<file path="src/e2u_pkg.sv">
// shared types, constants and the month table for the unix seconds to utc date block
// used by e2u_split, e2u_tod, e2u_civil and epoch_seconds_to_utc_date
package e2u_pkg;

	// configuration register reset value
	localparam logic [37:0] MAX_SECONDS_RESET = 38'd2147483647;

	// register stages of the civil date section
	localparam int CIVIL_STAGES = 14;

	// seconds per day is 128 * 675; floor(2^31 / 675) is the reciprocal of the odd part
	localparam logic [21:0] RECIP_675  = 22'd3181457;
	localparam logic [9:0]  DIV_675    = 10'd675;

	// hour split: 3600 = 16 * 225, floor(2^13 / 225)
	localparam logic [5:0]  RECIP_225  = 6'd36;
	localparam logic [7:0]  DIV_225    = 8'd225;

	// minute split: 60 = 4 * 15, floor(2^10 / 15)
	localparam logic [6:0]  RECIP_15   = 7'd68;
	localparam logic [3:0]  DIV_15     = 4'd15;

	// civil date from day count: shift to 0000-03-01, 400-year eras
	localparam logic [21:0] DAYS_OFFSET  = 22'd719468;
	localparam logic [17:0] DAYS_PER_ERA = 18'd146097;
	localparam logic [4:0]  RECIP_ERA    = 5'd28;     // floor(2^22 / 146097)
	localparam logic [10:0] DAYS_4Y      = 11'd1460;
	localparam logic [7:0]  RECIP_4Y     = 8'd179;    // floor(2^18 / 1460)
	localparam logic [17:0] DAYS_100Y    = 18'd36524;
	localparam logic [17:0] DAYS_ERA_M1  = 18'd146096;
	localparam logic [8:0]  DAYS_1Y      = 9'd365;
	localparam logic [9:0]  RECIP_1Y     = 10'd718;   // floor(2^18 / 365)
	localparam logic [8:0]  YEARS_400    = 9'd400;

	// input and result items
	typedef struct packed {
		logic signed [63:0] seconds;
		logic               in_null;
	} item_t;

	typedef struct packed {
		logic [13:0] year;
		logic [3:0]  month;
		logic [4:0]  day;
		logic [4:0]  hour;
		logic [5:0]  minute;
		logic [5:0]  second;
		logic        out_null;
	} result_t;

	// day count and seconds of day after the clamp and split
	typedef struct packed {
		logic [21:0] days;
		logic [16:0] rem;
		logic        is_null;
	} split_t;

	// time of day, carried alongside the date math
	typedef struct packed {
		logic [4:0] hour;
		logic [5:0] minute;
		logic [5:0] second;
		logic       is_null;
	} hms_t;

	typedef struct packed {
		logic [21:0] days;
		hms_t        hms;
	} tod_t;

	// first day of each month in a march-based year
	function automatic logic [8:0] mon_start(input logic [3:0] mp);
		logic [8:0] s;
		unique case (mp)
			4'd0:    s = 9'd0;
			4'd1:    s = 9'd31;
			4'd2:    s = 9'd61;
			4'd3:    s = 9'd92;
			4'd4:    s = 9'd122;
			4'd5:    s = 9'd153;
			4'd6:    s = 9'd184;
			4'd7:    s = 9'd214;
			4'd8:    s = 9'd245;
			4'd9:    s = 9'd275;
			4'd10:   s = 9'd306;
			4'd11:   s = 9'd337;
			default: s = 9'd0;
		endcase
		return s;
	endfunction

endpackage

</file>
<file path="src/epoch_seconds_to_utc_date.sv">
// Unix seconds to UTC calendar date and time, top level.
// Instantiates e2u_split, e2u_tod and e2u_civil; depends on e2u_pkg.
//
// Usage:
//   Drive item (seconds, in_null) and pulse start. busy is always low, so an
//   item is taken at every edge where start is high, one per clock cycle.
//   Each item gives one result: done is high for one cycle with the date and
//   time on result. Results come out in input order. The pipeline is 24
//   register stages: 4 for the clamp and the split into days and seconds of
//   day, 6 for hour/minute/second, and 14 for the civil date, set by the chain
//   of reciprocal divides and corrections. Throughput is one item per cycle.
//   max_seconds is written through max_seconds_we / max_seconds_wdata; the user
//   writes it only while no item is in flight, which the block does not
//   enforce. It takes effect for items started after the write. Reset clears
//   all valid bits, so no result appears until items are started, and loads
//   max_seconds with 2147483647. There is no output stall: done is a strobe and
//   the receiver must take each result in its cycle.
module epoch_seconds_to_utc_date (
	input  logic               clk,
	input  logic               arst_n,
	input  logic               start,
	output logic               busy,
	input  e2u_pkg::item_t     item,
	input  logic               max_seconds_we,
	input  logic [37:0]        max_seconds_wdata,
	output logic               done,
	output e2u_pkg::result_t   result
);

	logic [37:0]       max_seconds_q;
	logic              split_vld, tod_vld;
	e2u_pkg::split_t   split;
	e2u_pkg::tod_t     tod;

	// clamp register
	always_ff @(posedge clk or negedge arst_n) begin
		if (!arst_n) begin
			max_seconds_q <= e2u_pkg::MAX_SECONDS_RESET;
		end else if (max_seconds_we) begin
			max_seconds_q <= max_seconds_wdata;
		end
	end

	// fully pipelined, never refuses a transfer
	assign busy = 1'b0;

	// clamp and day split
	e2u_split u_split (
		.clk         (clk),
		.arst_n      (arst_n),
		.in_valid    (start),
		.item        (item),
		.max_seconds (max_seconds_q),
		.out_valid   (split_vld),
		.split       (split)
	);

	// time of day
	e2u_tod u_tod (
		.clk       (clk),
		.arst_n    (arst_n),
		.in_valid  (split_vld),
		.split     (split),
		.out_valid (tod_vld),
		.tod       (tod)
	);

	// calendar date and result register
	e2u_civil u_civil (
		.clk       (clk),
		.arst_n    (arst_n),
		.in_valid  (tod_vld),
		.tod       (tod),
		.out_valid (done),
		.result    (result)
	);

endmodule

</file>
<file path="src/e2u_split.sv">
// clamp of the input seconds and split into day count and seconds of day
// four register stages; depends on e2u_pkg
module e2u_split (
	input  logic               clk,
	input  logic               arst_n,
	input  logic               in_valid,
	input  e2u_pkg::item_t     item,
	input  logic [37:0]        max_seconds,
	output logic               out_valid,
	output e2u_pkg::split_t    split
);

	logic        pos_c, over_c;
	logic [37:0] t_c;
	logic [52:0] prod_c;
	logic [31:0] qd_c;
	logic [31:0] r0_full_c;
	logic        ge_c;
	logic [10:0] r_c;

	logic        vld_s1, vld_s2, vld_s3, vld_s4;
	logic [37:0] t_s1;
	logic        null_s1, null_s2, null_s3;
	logic [30:0] x_s2;
	logic [21:0] q0_s2, q0_s3;
	logic [6:0]  low_s2, low_s3;
	logic [10:0] r0_s3;
	e2u_pkg::split_t split_s4;

	// clamp to the epoch below and to the register above
	always_comb begin
		pos_c  = !item.seconds[63] && (item.seconds != 64'sd0);
		over_c = (|item.seconds[62:38]) || (item.seconds[37:0] >= max_seconds);
		if (!pos_c) begin
			t_c = '0;
		end else if (over_c) begin
			t_c = max_seconds;
		end else begin
			t_c = item.seconds[37:0];
		end
	end

	// quotient estimate of (t >> 7) / 675, low by at most one
	assign prod_c = {22'b0, t_s1[37:7]} * {31'b0, e2u_pkg::RECIP_675};

	// remainder of the estimate, below twice the divisor
	assign qd_c      = {10'b0, q0_s2} * {22'b0, e2u_pkg::DIV_675};
	assign r0_full_c = {1'b0, x_s2} - qd_c;

	// single correction step
	assign ge_c = r0_s3 >= {1'b0, e2u_pkg::DIV_675};
	assign r_c  = ge_c ? (r0_s3 - {1'b0, e2u_pkg::DIV_675}) : r0_s3;

	// valid chain
	always_ff @(posedge clk or negedge arst_n) begin
		if (!arst_n) begin
			vld_s1 <= 1'b0;
			vld_s2 <= 1'b0;
			vld_s3 <= 1'b0;
			vld_s4 <= 1'b0;
		end else begin
			vld_s1 <= in_valid;
			vld_s2 <= vld_s1;
			vld_s3 <= vld_s2;
			vld_s4 <= vld_s3;
		end
	end

	// payload stages
	always_ff @(posedge clk) begin
		t_s1    <= t_c;
		null_s1 <= item.in_null;

		x_s2    <= t_s1[37:7];
		low_s2  <= t_s1[6:0];
		q0_s2   <= prod_c[52:31];
		null_s2 <= null_s1;

		q0_s3   <= q0_s2;
		low_s3  <= low_s2;
		r0_s3   <= r0_full_c[10:0];
		null_s3 <= null_s2;

		split_s4.days    <= q0_s3 + {21'b0, ge_c};
		split_s4.rem     <= {r_c[9:0], low_s3};
		split_s4.is_null <= null_s3;
	end

	assign out_valid = vld_s4;
	assign split     = split_s4;

endmodule

</file>
<file path="src/e2u_tod.sv">
// hour, minute and second from the seconds of the day
// six register stages of reciprocal divide and correction; depends on e2u_pkg
module e2u_tod (
	input  logic              clk,
	input  logic              arst_n,
	input  logic              in_valid,
	input  e2u_pkg::split_t   split,
	output logic              out_valid,
	output e2u_pkg::tod_t     tod
);

	logic [18:0] hprod_c;
	logic [12:0] hq_c, rh_full_c;
	logic        hge_c;
	logic [8:0]  rh_c;
	logic [16:0] mprod_c;
	logic [9:0]  mq_c, rm_full_c;
	logic        mge_c;
	logic [4:0]  rm_c;

	logic vld_s1, vld_s2, vld_s3, vld_s4, vld_s5, vld_s6;
	logic [21:0] days_s1, days_s2, days_s3, days_s4, days_s5;
	logic        null_s1, null_s2, null_s3, null_s4, null_s5;
	logic [12:0] hx_s1;
	logic [4:0]  h0_s1, h0_s2, hour_s3, hour_s4, hour_s5;
	logic [3:0]  low4_s1, low4_s2;
	logic [8:0]  rh_s2;
	logic [11:0] ms_s3;
	logic [9:0]  mx_s4;
	logic [5:0]  m0_s4, m0_s5;
	logic [1:0]  low2_s4, low2_s5;
	logic [4:0]  rm_s5;
	e2u_pkg::tod_t tod_s6;

	// hour estimate: (rem >> 4) / 225
	assign hprod_c = {6'b0, split.rem[16:4]} * {13'b0, e2u_pkg::RECIP_225};

	// hour remainder, below 450
	assign hq_c      = {8'b0, h0_s1} * {5'b0, e2u_pkg::DIV_225};
	assign rh_full_c = hx_s1 - hq_c;

	// hour correction and seconds within the hour
	assign hge_c = rh_s2 >= {1'b0, e2u_pkg::DIV_225};
	assign rh_c  = hge_c ? (rh_s2 - {1'b0, e2u_pkg::DIV_225}) : rh_s2;

	// minute estimate: (ms >> 2) / 15
	assign mprod_c = {7'b0, ms_s3[11:2]} * {10'b0, e2u_pkg::RECIP_15};

	// minute remainder, below 30
	assign mq_c      = {4'b0, m0_s4} * {6'b0, e2u_pkg::DIV_15};
	assign rm_full_c = mx_s4 - mq_c;

	// minute correction
	assign mge_c = rm_s5 >= {1'b0, e2u_pkg::DIV_15};
	assign rm_c  = mge_c ? (rm_s5 - {1'b0, e2u_pkg::DIV_15}) : rm_s5;

	// valid chain
	always_ff @(posedge clk or negedge arst_n) begin
		if (!arst_n) begin
			vld_s1 <= 1'b0;
			vld_s2 <= 1'b0;
			vld_s3 <= 1'b0;
			vld_s4 <= 1'b0;
			vld_s5 <= 1'b0;
			vld_s6 <= 1'b0;
		end else begin
			vld_s1 <= in_valid;
			vld_s2 <= vld_s1;
			vld_s3 <= vld_s2;
			vld_s4 <= vld_s3;
			vld_s5 <= vld_s4;
			vld_s6 <= vld_s5;
		end
	end

	// payload stages
	always_ff @(posedge clk) begin
		hx_s1   <= split.rem[16:4];
		low4_s1 <= split.rem[3:0];
		h0_s1   <= hprod_c[17:13];
		days_s1 <= split.days;
		null_s1 <= split.is_null;

		h0_s2   <= h0_s1;
		low4_s2 <= low4_s1;
		rh_s2   <= rh_full_c[8:0];
		days_s2 <= days_s1;
		null_s2 <= null_s1;

		hour_s3 <= h0_s2 + {4'b0, hge_c};
		ms_s3   <= {rh_c[7:0], low4_s2};
		days_s3 <= days_s2;
		null_s3 <= null_s2;

		mx_s4   <= ms_s3[11:2];
		low2_s4 <= ms_s3[1:0];
		m0_s4   <= mprod_c[15:10];
		hour_s4 <= hour_s3;
		days_s4 <= days_s3;
		null_s4 <= null_s3;

		m0_s5   <= m0_s4;
		low2_s5 <= low2_s4;
		rm_s5   <= rm_full_c[4:0];
		hour_s5 <= hour_s4;
		days_s5 <= days_s4;
		null_s5 <= null_s4;

		tod_s6.days        <= days_s5;
		tod_s6.hms.hour    <= hour_s5;
		tod_s6.hms.minute  <= m0_s5 + {5'b0, mge_c};
		tod_s6.hms.second  <= {rm_c[3:0], low2_s5};
		tod_s6.hms.is_null <= null_s5;
	end

	assign out_valid = vld_s6;
	assign tod       = tod_s6;

endmodule

</file>
<file path="src/e2u_civil.sv">
// civil year, month and day from a day count, plus the final result register
// fourteen register stages; depends on e2u_pkg
module e2u_civil (
	input  logic              clk,
	input  logic              arst_n,
	input  logic              in_valid,
	input  e2u_pkg::tod_t     tod,
	output logic              out_valid,
	output e2u_pkg::result_t  result
);

	logic [26:0] eprod_c;
	logic [22:0] eq_c, doe0_full_c;
	logic        ege_c;
	logic [25:0] aprod_c;
	logic [2:0]  b_c;
	logic [17:0] aq_c, ra_full_c;
	logic        age_c;
	logic [17:0] yn_c;
	logic [27:0] yprod_c;
	logic [17:0] yq_c, ry_full_c;
	logic [1:0]  c100_c;
	logic [17:0] p_c;
	logic [13:0] ybase_c;
	logic [17:0] doy_full_c;
	logic [3:0]  mp_c;
	logic [8:0]  day_full_c;
	logic [3:0]  month_c;
	logic        early_c;

	logic [e2u_pkg::CIVIL_STAGES:1] vld_s;
	e2u_pkg::hms_t hms_s1, hms_s2, hms_s3, hms_s4, hms_s5, hms_s6, hms_s7;
	e2u_pkg::hms_t hms_s8, hms_s9, hms_s10, hms_s11, hms_s12, hms_s13;
	logic [21:0] z_s1, z_s2;
	logic [4:0]  era0_s2, era0_s3;
	logic [18:0] doe0_s3;
	logic [4:0]  era_s4, era_s5, era_s6, era_s7, era_s8, era_s9, era_s10;
	logic [17:0] doe_s4, doe_s5, doe_s6, doe_s7, doe_s8, doe_s9, doe_s10, doe_s11;
	logic [7:0]  a0_s5, a0_s6;
	logic [2:0]  b_s5, b_s6;
	logic        c_s5, c_s6;
	logic [11:0] ra_s6;
	logic [17:0] yn_s7, yn_s8;
	logic [8:0]  yoe0_s8, yoe0_s9;
	logic [9:0]  ry_s9;
	logic [8:0]  yoe_s10;
	logic [17:0] p_s11;
	logic [13:0] ybase_s11, ybase_s12, ybase_s13;
	logic [8:0]  doy_s12, doy_s13;
	logic [3:0]  mp_s13;
	e2u_pkg::result_t res_s14;

	// era estimate: z / 146097
	assign eprod_c = {5'b0, z_s1} * {22'b0, e2u_pkg::RECIP_ERA};

	// day of era before correction
	assign eq_c        = {18'b0, era0_s2} * {5'b0, e2u_pkg::DAYS_PER_ERA};
	assign doe0_full_c = {1'b0, z_s2} - eq_c;

	// era correction
	assign ege_c = doe0_s3 >= {1'b0, e2u_pkg::DAYS_PER_ERA};

	// four-year count estimate, century count and last day of the era
	assign aprod_c = {8'b0, doe_s4} * {18'b0, e2u_pkg::RECIP_4Y};
	always_comb begin
		b_c = '0;
		if (doe_s4 >= e2u_pkg::DAYS_100Y) b_c = 3'd1;
		if (doe_s4 >= {e2u_pkg::DAYS_100Y[16:0], 1'b0}) b_c = 3'd2;
		if (doe_s4 >= 18'd109572) b_c = 3'd3;
		if (doe_s4 >= e2u_pkg::DAYS_ERA_M1) b_c = 3'd4;
	end

	// four-year remainder
	assign aq_c      = {10'b0, a0_s5} * {7'b0, e2u_pkg::DAYS_4Y};
	assign ra_full_c = doe_s5 - aq_c;

	// leap-adjusted day of era
	assign age_c = ra_s6 >= {1'b0, e2u_pkg::DAYS_4Y};
	assign yn_c  = doe_s6 - {10'b0, a0_s6} - {17'b0, age_c} + {15'b0, b_s6} - {17'b0, c_s6};

	// year of era estimate
	assign yprod_c = {10'b0, yn_s7} * {18'b0, e2u_pkg::RECIP_1Y};

	// year of era remainder
	assign yq_c      = {9'b0, yoe0_s8} * {9'b0, e2u_pkg::DAYS_1Y};
	assign ry_full_c = yn_s8 - yq_c;

	// days before the year of era, and base year
	always_comb begin
		c100_c = '0;
		if (yoe_s10 >= 9'd100) c100_c = 2'd1;
		if (yoe_s10 >= 9'd200) c100_c = 2'd2;
		if (yoe_s10 >= 9'd300) c100_c = 2'd3;
	end
	assign p_c = ({9'b0, yoe_s10} * {9'b0, e2u_pkg::DAYS_1Y})
		+ {11'b0, yoe_s10[8:2]} - {16'b0, c100_c};
	assign ybase_c = {5'b0, yoe_s10}
		+ ({9'b0, era_s10} * {5'b0, e2u_pkg::YEARS_400});

	// day of year
	assign doy_full_c = doe_s11 - p_s11;

	// month of the march-based year
	always_comb begin
		mp_c = '0;
		for (int k = 1; k < 12; k++) begin
			if (doy_s12 >= e2u_pkg::mon_start(4'(k))) mp_c = 4'(k);
		end
	end

	// day, month and year fix-up
	assign day_full_c = doy_s13 - e2u_pkg::mon_start(mp_s13) + 9'd1;
	assign early_c    = mp_s13 >= 4'd10;
	assign month_c    = early_c ? (mp_s13 - 4'd9) : (mp_s13 + 4'd3);

	// valid chain
	always_ff @(posedge clk or negedge arst_n) begin
		if (!arst_n) begin
			vld_s <= '0;
		end else begin
			vld_s <= {vld_s[e2u_pkg::CIVIL_STAGES-1:1], in_valid};
		end
	end

	// payload stages
	always_ff @(posedge clk) begin
		z_s1   <= tod.days + e2u_pkg::DAYS_OFFSET;
		hms_s1 <= tod.hms;

		z_s2    <= z_s1;
		era0_s2 <= eprod_c[26:22];
		hms_s2  <= hms_s1;

		era0_s3 <= era0_s2;
		doe0_s3 <= doe0_full_c[18:0];
		hms_s3  <= hms_s2;

		era_s4 <= era0_s3 + {4'b0, ege_c};
		doe_s4 <= ege_c ? (doe0_s3[17:0] - e2u_pkg::DAYS_PER_ERA) : doe0_s3[17:0];
		hms_s4 <= hms_s3;

		era_s5 <= era_s4;
		doe_s5 <= doe_s4;
		a0_s5  <= aprod_c[25:18];
		b_s5   <= b_c;
		c_s5   <= doe_s4 == e2u_pkg::DAYS_ERA_M1;
		hms_s5 <= hms_s4;

		era_s6 <= era_s5;
		doe_s6 <= doe_s5;
		a0_s6  <= a0_s5;
		b_s6   <= b_s5;
		c_s6   <= c_s5;
		ra_s6  <= ra_full_c[11:0];
		hms_s6 <= hms_s5;

		era_s7 <= era_s6;
		doe_s7 <= doe_s6;
		yn_s7  <= yn_c;
		hms_s7 <= hms_s6;

		era_s8  <= era_s7;
		doe_s8  <= doe_s7;
		yn_s8   <= yn_s7;
		yoe0_s8 <= yprod_c[26:18];
		hms_s8  <= hms_s7;

		era_s9  <= era_s8;
		doe_s9  <= doe_s8;
		yoe0_s9 <= yoe0_s8;
		ry_s9   <= ry_full_c[9:0];
		hms_s9  <= hms_s8;

		era_s10 <= era_s9;
		doe_s10 <= doe_s9;
		yoe_s10 <= yoe0_s9 + {8'b0, (ry_s9 >= {1'b0, e2u_pkg::DAYS_1Y})};
		hms_s10 <= hms_s9;

		doe_s11   <= doe_s10;
		p_s11     <= p_c;
		ybase_s11 <= ybase_c;
		hms_s11   <= hms_s10;

		doy_s12   <= doy_full_c[8:0];
		ybase_s12 <= ybase_s11;
		hms_s12   <= hms_s11;

		doy_s13   <= doy_s12;
		mp_s13    <= mp_c;
		ybase_s13 <= ybase_s12;
		hms_s13   <= hms_s12;

		// null results carry zeros in every date and time field
		if (hms_s13.is_null) begin
			res_s14.year     <= '0;
			res_s14.month    <= '0;
			res_s14.day      <= '0;
			res_s14.hour     <= '0;
			res_s14.minute   <= '0;
			res_s14.second   <= '0;
			res_s14.out_null <= 1'b1;
		end else begin
			res_s14.year     <= ybase_s13 + {13'b0, early_c};
			res_s14.month    <= month_c;
			res_s14.day      <= day_full_c[4:0];
			res_s14.hour     <= hms_s13.hour;
			res_s14.minute   <= hms_s13.minute;
			res_s14.second   <= hms_s13.second;
			res_s14.out_null <= 1'b0;
		end
	end

	assign out_valid = vld_s[e2u_pkg::CIVIL_STAGES];
	assign result    = res_s14;

endmodule
</file>
<file path="config.mk">
export PLATFORM = sky130hd
export DESIGN_NAME = epoch_seconds_to_utc_date
export DESIGN_NICKNAME = d
export VERILOG_FILES = /design/src/e2u_pkg.sv /design/src/epoch_seconds_to_utc_date.sv /design/src/e2u_split.sv /design/src/e2u_tod.sv /design/src/e2u_civil.sv
export SDC_FILE = /design/constraint.sdc
export NUM_CORES = 2
export LEC_CHECK = 0
export BUFFER_PORTS_ARGS = -buffer_cell sky130_fd_sc_hd__buf_2
export CORE_ASPECT_RATIO = 0.8
export CORE_UTILIZATION = 55
export DETAILED_ROUTE_END_ITERATION = 6
export PLACE_DENSITY = 0.78
export SLEW_MARGIN = 30
export SYNTH_ARGS = -nofsm -noshare
export SYNTH_HDL_FRONTEND = slang
export SYNTH_HIERARCHICAL = 1
export SYNTH_SLANG_ARGS = --single-unit
</file>
<file path="constraint.sdc">
create_clock -name clk -period 5.1 [get_ports clk]
set_input_delay 1.02 -clock clk [delete_from_list [all_inputs] [get_ports clk]]
set_output_delay 1.02 -clock clk [all_outputs]
set_load 0.02 [all_outputs]
</file>
* Yosys cells after proc, flatten, opt, wreduce, memory -nomap -nowiden
Memories as Yosys holds them, arrays and structs flattened. Index checks and enable logic that the tools add are counted. Widths: inputs -> output; s select.
Storage, ports and cells: register bits 1116, bits in latches 0, RAM bits 0, bits in read-only memories 144, bits of input ports 107, memories kept 1
Memories:
- (no name shown) | depth 16, width 9, read ports 1, clocked after memory_dff 0, write ports 0, line e2u_pkg.sv:74 | unique case (mp)
Cells by class: add/subtract/negate cells 29, multiply operators 14, divide/modulo/power cells 0, order comparisons 26, equal/unequal tests 1, shift operators 0, multiplexer cells 23, bitwise gates (word level) 0, reduce and logical (&&, ||, !) cells 7
Operator list (count):
- $reduce_bool 64->1 | 1
- $ge 9x8->1 const B | 6
- $mul 31x22->53 const B | 1
- $ge 38x38->1 | 1
- $mux 38 | 1
- $ge 18x17->1 const B | 2
- $ge 9x9->1 const B | 4
- $sub 18x1->18 | 2
- $ge 9x7->1 const B | 3
- $mul 18x8->26 const B | 1
- $mul 18x9->26 const B | 1
- $mul 22x3->25 const B | 1
- $reduce_or 25->1 | 1
- $add 22x1->22 | 1
- $add 22x20->22 const B | 1
- $mul 22x10->11 const B | 1
- $ge 19x18->1 const B | 1
- $mul 5x18->19 const B | 1
- $sub 19x19->19 | 1
- $add 18x3->18 | 1
- $eq 18x18->1 const B | 1
- $ge 18x16->1 const B | 1
- $ge 18x18->1 const B | 1
- $mux 18 | 1
- 45 further kinds | 64

* Longest topological paths before layout
depth in word-level cells 11, depth in mapped cells 25, depth with buffers taken out 25

* Hierarchy
Netlist, hierarchy kept.
By module, submodules not included:
- e2u_civil | times used 1, cells an instance 2527, area each 29378.2 µm², sequential area each 13302.8 µm²
- e2u_split | times used 1, cells an instance 1493, area each 16079.2 µm², sequential area each 3323.2 µm²
- e2u_tod | times used 1, cells an instance 515, area each 7156.9 µm², sequential area each 5034.8 µm²
- epoch_seconds_to_utc_date | times used 1, cells an instance 82, area each 1542.7 µm², sequential area each 989.7 µm²

* Worst setup path after synthesis
Ideal clock, no wire load.
path type reg-to-reg, start point register u_split.t_s1[26], end point register u_split.q0_s2[18], library setup time 82 ps, arrival 5326 ps, required time 5018 ps, setup slack -308 ps, cell stages (with the launch flop) 20, cells stage by stage dfxtp_1 -> ha_1 -> ha_1 -> fa_1 -> inv_1 -> fa_1 -> fa_1 -> inv_1 -> fa_1 -> ha_1 -> ha_1 -> buf_2 -> a21o_1 -> a21o_1 -> a21oi_1 -> o21ai_0 -> o21ai_0 -> nand2_1 -> or4_1 -> o2111ai_1
Between the ends: word-level cells in the longest chain between the ends 1
Ends and longest elaborated chain:
- start, declared | line e2u_split.sv:22 | logic [37:0] t_s1;
- start signal, assigned | line e2u_split.sv:71 | t_s1 <= t_c;
- $mul 31x22->53 | line e2u_split.sv:44 | assign prod_c = {22'b0, t_s1[37:7]} * {31'b0, e2u_pkg::RECIP_675};
- via u_split.prod_c[49] | line e2u_split.sv:15 | logic [52:0] prod_c;
- end signal, assigned | line e2u_split.sv:76 | q0_s2 <= prod_c[52:31];
- end, declared | line e2u_split.sv:25 | logic [21:0] q0_s2, q0_s3;
The timed path passes the listed nets, and every way through them passes these cells. A chain may end at the register's enable or synchronous reset.

* Worst setup path in the final report
start point register u_split.t_s1[21], end point register u_split.q0_s2[18]
The elaborated chain is that of the path after synthesis.

==> out/qor.csv <==
metric,value,unit
status,finished with violations,
failing checks,negative setup slack,
setup TNS,-2.681,ns
top_reg_cell synth,dfxtp_1,
Compound-Gate Fraction of Synth Area,6.455,%
relative slew slack,47.51,%
nature of the critical path startpoint,flop,
Seq cells post-synth,1114,
Async SR Flop Fraction,5.566,%
CTS tree,yes,
Clock Latency Late Sink,0.71,ns
IO Port Bufs,148,
Worst Hold Class,reg -> reg,
drt total wl,94900,um
area of the multi-input gates,29540,sq um
WL/cell,14.85,um
final setup vio count,19,
Max Fclk,186.0,MHz
RSZ-0062 raised after global routing,true,
Layout Nets,6389,
pin count of the biggest net entering global routing,63,
Max Cap Viol,0,
Adder-Cell Fraction of Synth Area,34.91,%
clock buffer count from CTS,100,
grt ovf,0,
DR vias/cell,4.983,
first-pass GRT wire length,158600,um
share of cells above drive strength 1,15.00,%
Clock Skew,0.05887,ns
CP max FO,4,
Pins Over Slew Limit,0,
hold-fix buffers at CTS,0,
chip width,352.8,um
Initial DRC Count,1423,
XOR/XNOR Fraction of Synth Area,4.981,%
die height,282.7,um
Fillers,7130,
die area,99730,sq um
"CTS clk-pin slew, worst paths",0.06,ns
final hold vios,0,
Ports,150,
Final WS setup,-0.2757,ns
minimum clock period,5.376,ns
placeable core area,97120,sq um
Synth Net Count,5996,
Worst EP required,5.71,ns
DP HPWL,73550,um
clk buf depth,3,
Avg Inst Size Synth,11.73,sq um
Crit Path Class,reg -> reg,
sequential element share of the synthesized area,41.82,%
multiplexer share of the synthesized area,1.088,%
Reg area,22720,sq um
Place WS,-0.5175,ns
root buffer cell,clkbuf_16,
simple-gate share of the synthesized area,4.928,%
Ant. Diodes,0,
mapped cell area,54160,sq um
H-tree Lvls,3,
synth warn,6,
clock net sink count,1114,
Syn Inst Count,4617,
Final Non-Filler Cells,6392,
initial antenna violation count,2,
Synth cell types,85,
Placer Congestion,0.8908,
DRT antenna net count,0,
Worst Path Arrival,5.99,ns
vias,31850,
largest family of logic cells by synthesized area,adder cells,
GR Util All Layers,19.41,%
Final period util,105.4,%
number of flops mapped to enable cells by yosys,0,
DRT Pass-1 Iters,5,
R2R setup slack,-0.28,ns
final design utilization,64.51,%
worst-margin pin slew,0.7874,ns
Initial Util,55.76,%
drc violations,0,
placed cells,6186,
number of global-route vias before repair,33090,
area grow syn2layout,15.68,%
num rows,102,
crit path capture type,flop,
sequential cells by signal, summed over array words and instances (netlist names), 19 cells and up:
register	flops
u_split/q0_s2	22
u_civil/z_s2	19
u_tod/days_s4	22
u_tod/tod	40
u_civil/result	41
u_split/q0_s3	22
u_tod/days_s3	22
u_civil/z_s1	22
u_split/split	40
u_tod/days_s1	22
u_split/t_s1	38
u_tod/days_s5	22
u_civil/doe0_s3	19
u_tod/days_s2	22
max_seconds_q	38
final timing paths:
kind,cells past startpoint,end,start
hold reg to reg,0,u_civil/hms_s6[2],u_civil/hms_s5[2]
max in group asynchronous,2,u_civil/vld_s[12],arst_n
min in group asynchronous,2,max_seconds_q[33],arst_n
setup reg to reg,19,u_split/q0_s2[18],u_split/t_s1[21]
hold / removal,0,u_civil/hms_s6[2],u_civil/hms_s5[2]
setup / recovery,19,u_split/q0_s2[18],u_split/t_s1[21]
Yosys cell counts, drive strengths merged, types with 31 or more instances:
cell   count  area, sq um
nor2b     44        275.3
dfxtp   1052        21060
a21oi    155        798.3
nand3     56        280.3
xnor2    211         1848
ha       875        10950
a22o      38        332.8
nor3      37        190.2
nor2     133        499.2
a21o      86        645.6
nand4     35        219.0
nand2    103        386.6
o21ai     92        475.5
xor2      97        849.6
dfstp     31        814.5
inv      785         2952
dfrtp     31        775.7
fa       397         7948
mux2      43        559.3
final cells by class:
type | count | share of cell area, %
clock buffer | 135 | 4.512
clock inverter | 49 | 1.246
inverter | 785 | 4.711
multi-input combinational | 2684 | 47.15
sequential | 1114 | 36.26
tap | 1300 | 2.596
timing repair buffer | 325 | 3.523
kinds of logic after synthesis:
| kind of cell | Yosys count |
|---|---|
| AOI/OAI and AO/OA | 528 |
| xor gates and xnor gates | 308 |
| adders and majority gates | 1273 |
| buffers and inverters | 819 |
| DFF | 1114 |
| muxes | 46 |
| other | 1 |
| and+or+nand+nor | 528 |
layout by cell type (no fill, tap or decap), drive strengths merged, types with 23 or more instances in the layout:
| master | Yosys | final |
|---|---|---|
| nand2b | 30 | 30 |
| mux2 | 43 | 43 |
| xor2 | 97 | 97 |
| buf | 18 | 325 |
| dfrtp | 31 | 31 |
| nand4 | 35 | 35 |
| o21a | 29 | 29 |
| dfstp | 31 | 31 |
| a21oi | 155 | 155 |
| inv | 785 | 792 |
| fa | 397 | 397 |
| nor2b | 44 | 44 |
| a21o | 86 | 86 |
| clkinv | 0 | 23 |
| nand2 | 103 | 103 |
| a22o | 38 | 38 |
| o21ai | 92 | 92 |
| clkbuf | 16 | 135 |
| nor3 | 37 | 37 |
| nor2 | 133 | 133 |
| nand3 | 56 | 56 |
| ha | 875 | 875 |
| dfxtp | 1052 | 1052 |
| xnor2 | 211 | 211 |
worst max-delay path, cell delays in order (launching register included):
cell and delay, ns:
dfxtp_4 0.37, buf_6 0.12, fa_2 0.37, ha_4 0.28
inv_2 0.03, fa_1 0.50, inv_1 0.05, fa_1 0.48
fa_2 0.56, fa_2 0.45, ha_4 0.30, ha_4 0.22
nand3_4 0.11, nor3_4 0.06, a22oi_2 0.22, nand4b_1 0.25
nand4b_1 0.20, nand2_2 0.11, or4_1 0.52, o2111ai_1 0.10
repair_timing:
action	4_1_cts	5_1_grt
endpoints found under the setup margin	21	22
pin swaps	115	65
resized for setup	106	87
buffers inserted	14	10
per-stage QoR:
stage / hold WS (ns) / area, sq um
after floorplan: 0.3096 / 54330
after global placement: 0.3095 / 57750
after detailed placement: 0.3121 / 57760
after CTS: 0.2809 / 62060
after global routing: 0.2831 / 62650
final: 0.2877 / 62650
per-layer routing:
layer / up-vias / GRT usage (%) / share of wire (%)
li1: 15870 / - / -
met1: 15230 / 24.39 / 45
met2: 587 / 33.96 / 48
met3: 173 / 3.794 / 4.4
met4: 0 / 5.496 / 2.6
met5: - / 0 / 0
Power is left out: the tool's default activity adds up to more than one toggle a clock period on the data nets, which glitch-free logic cannot reach.
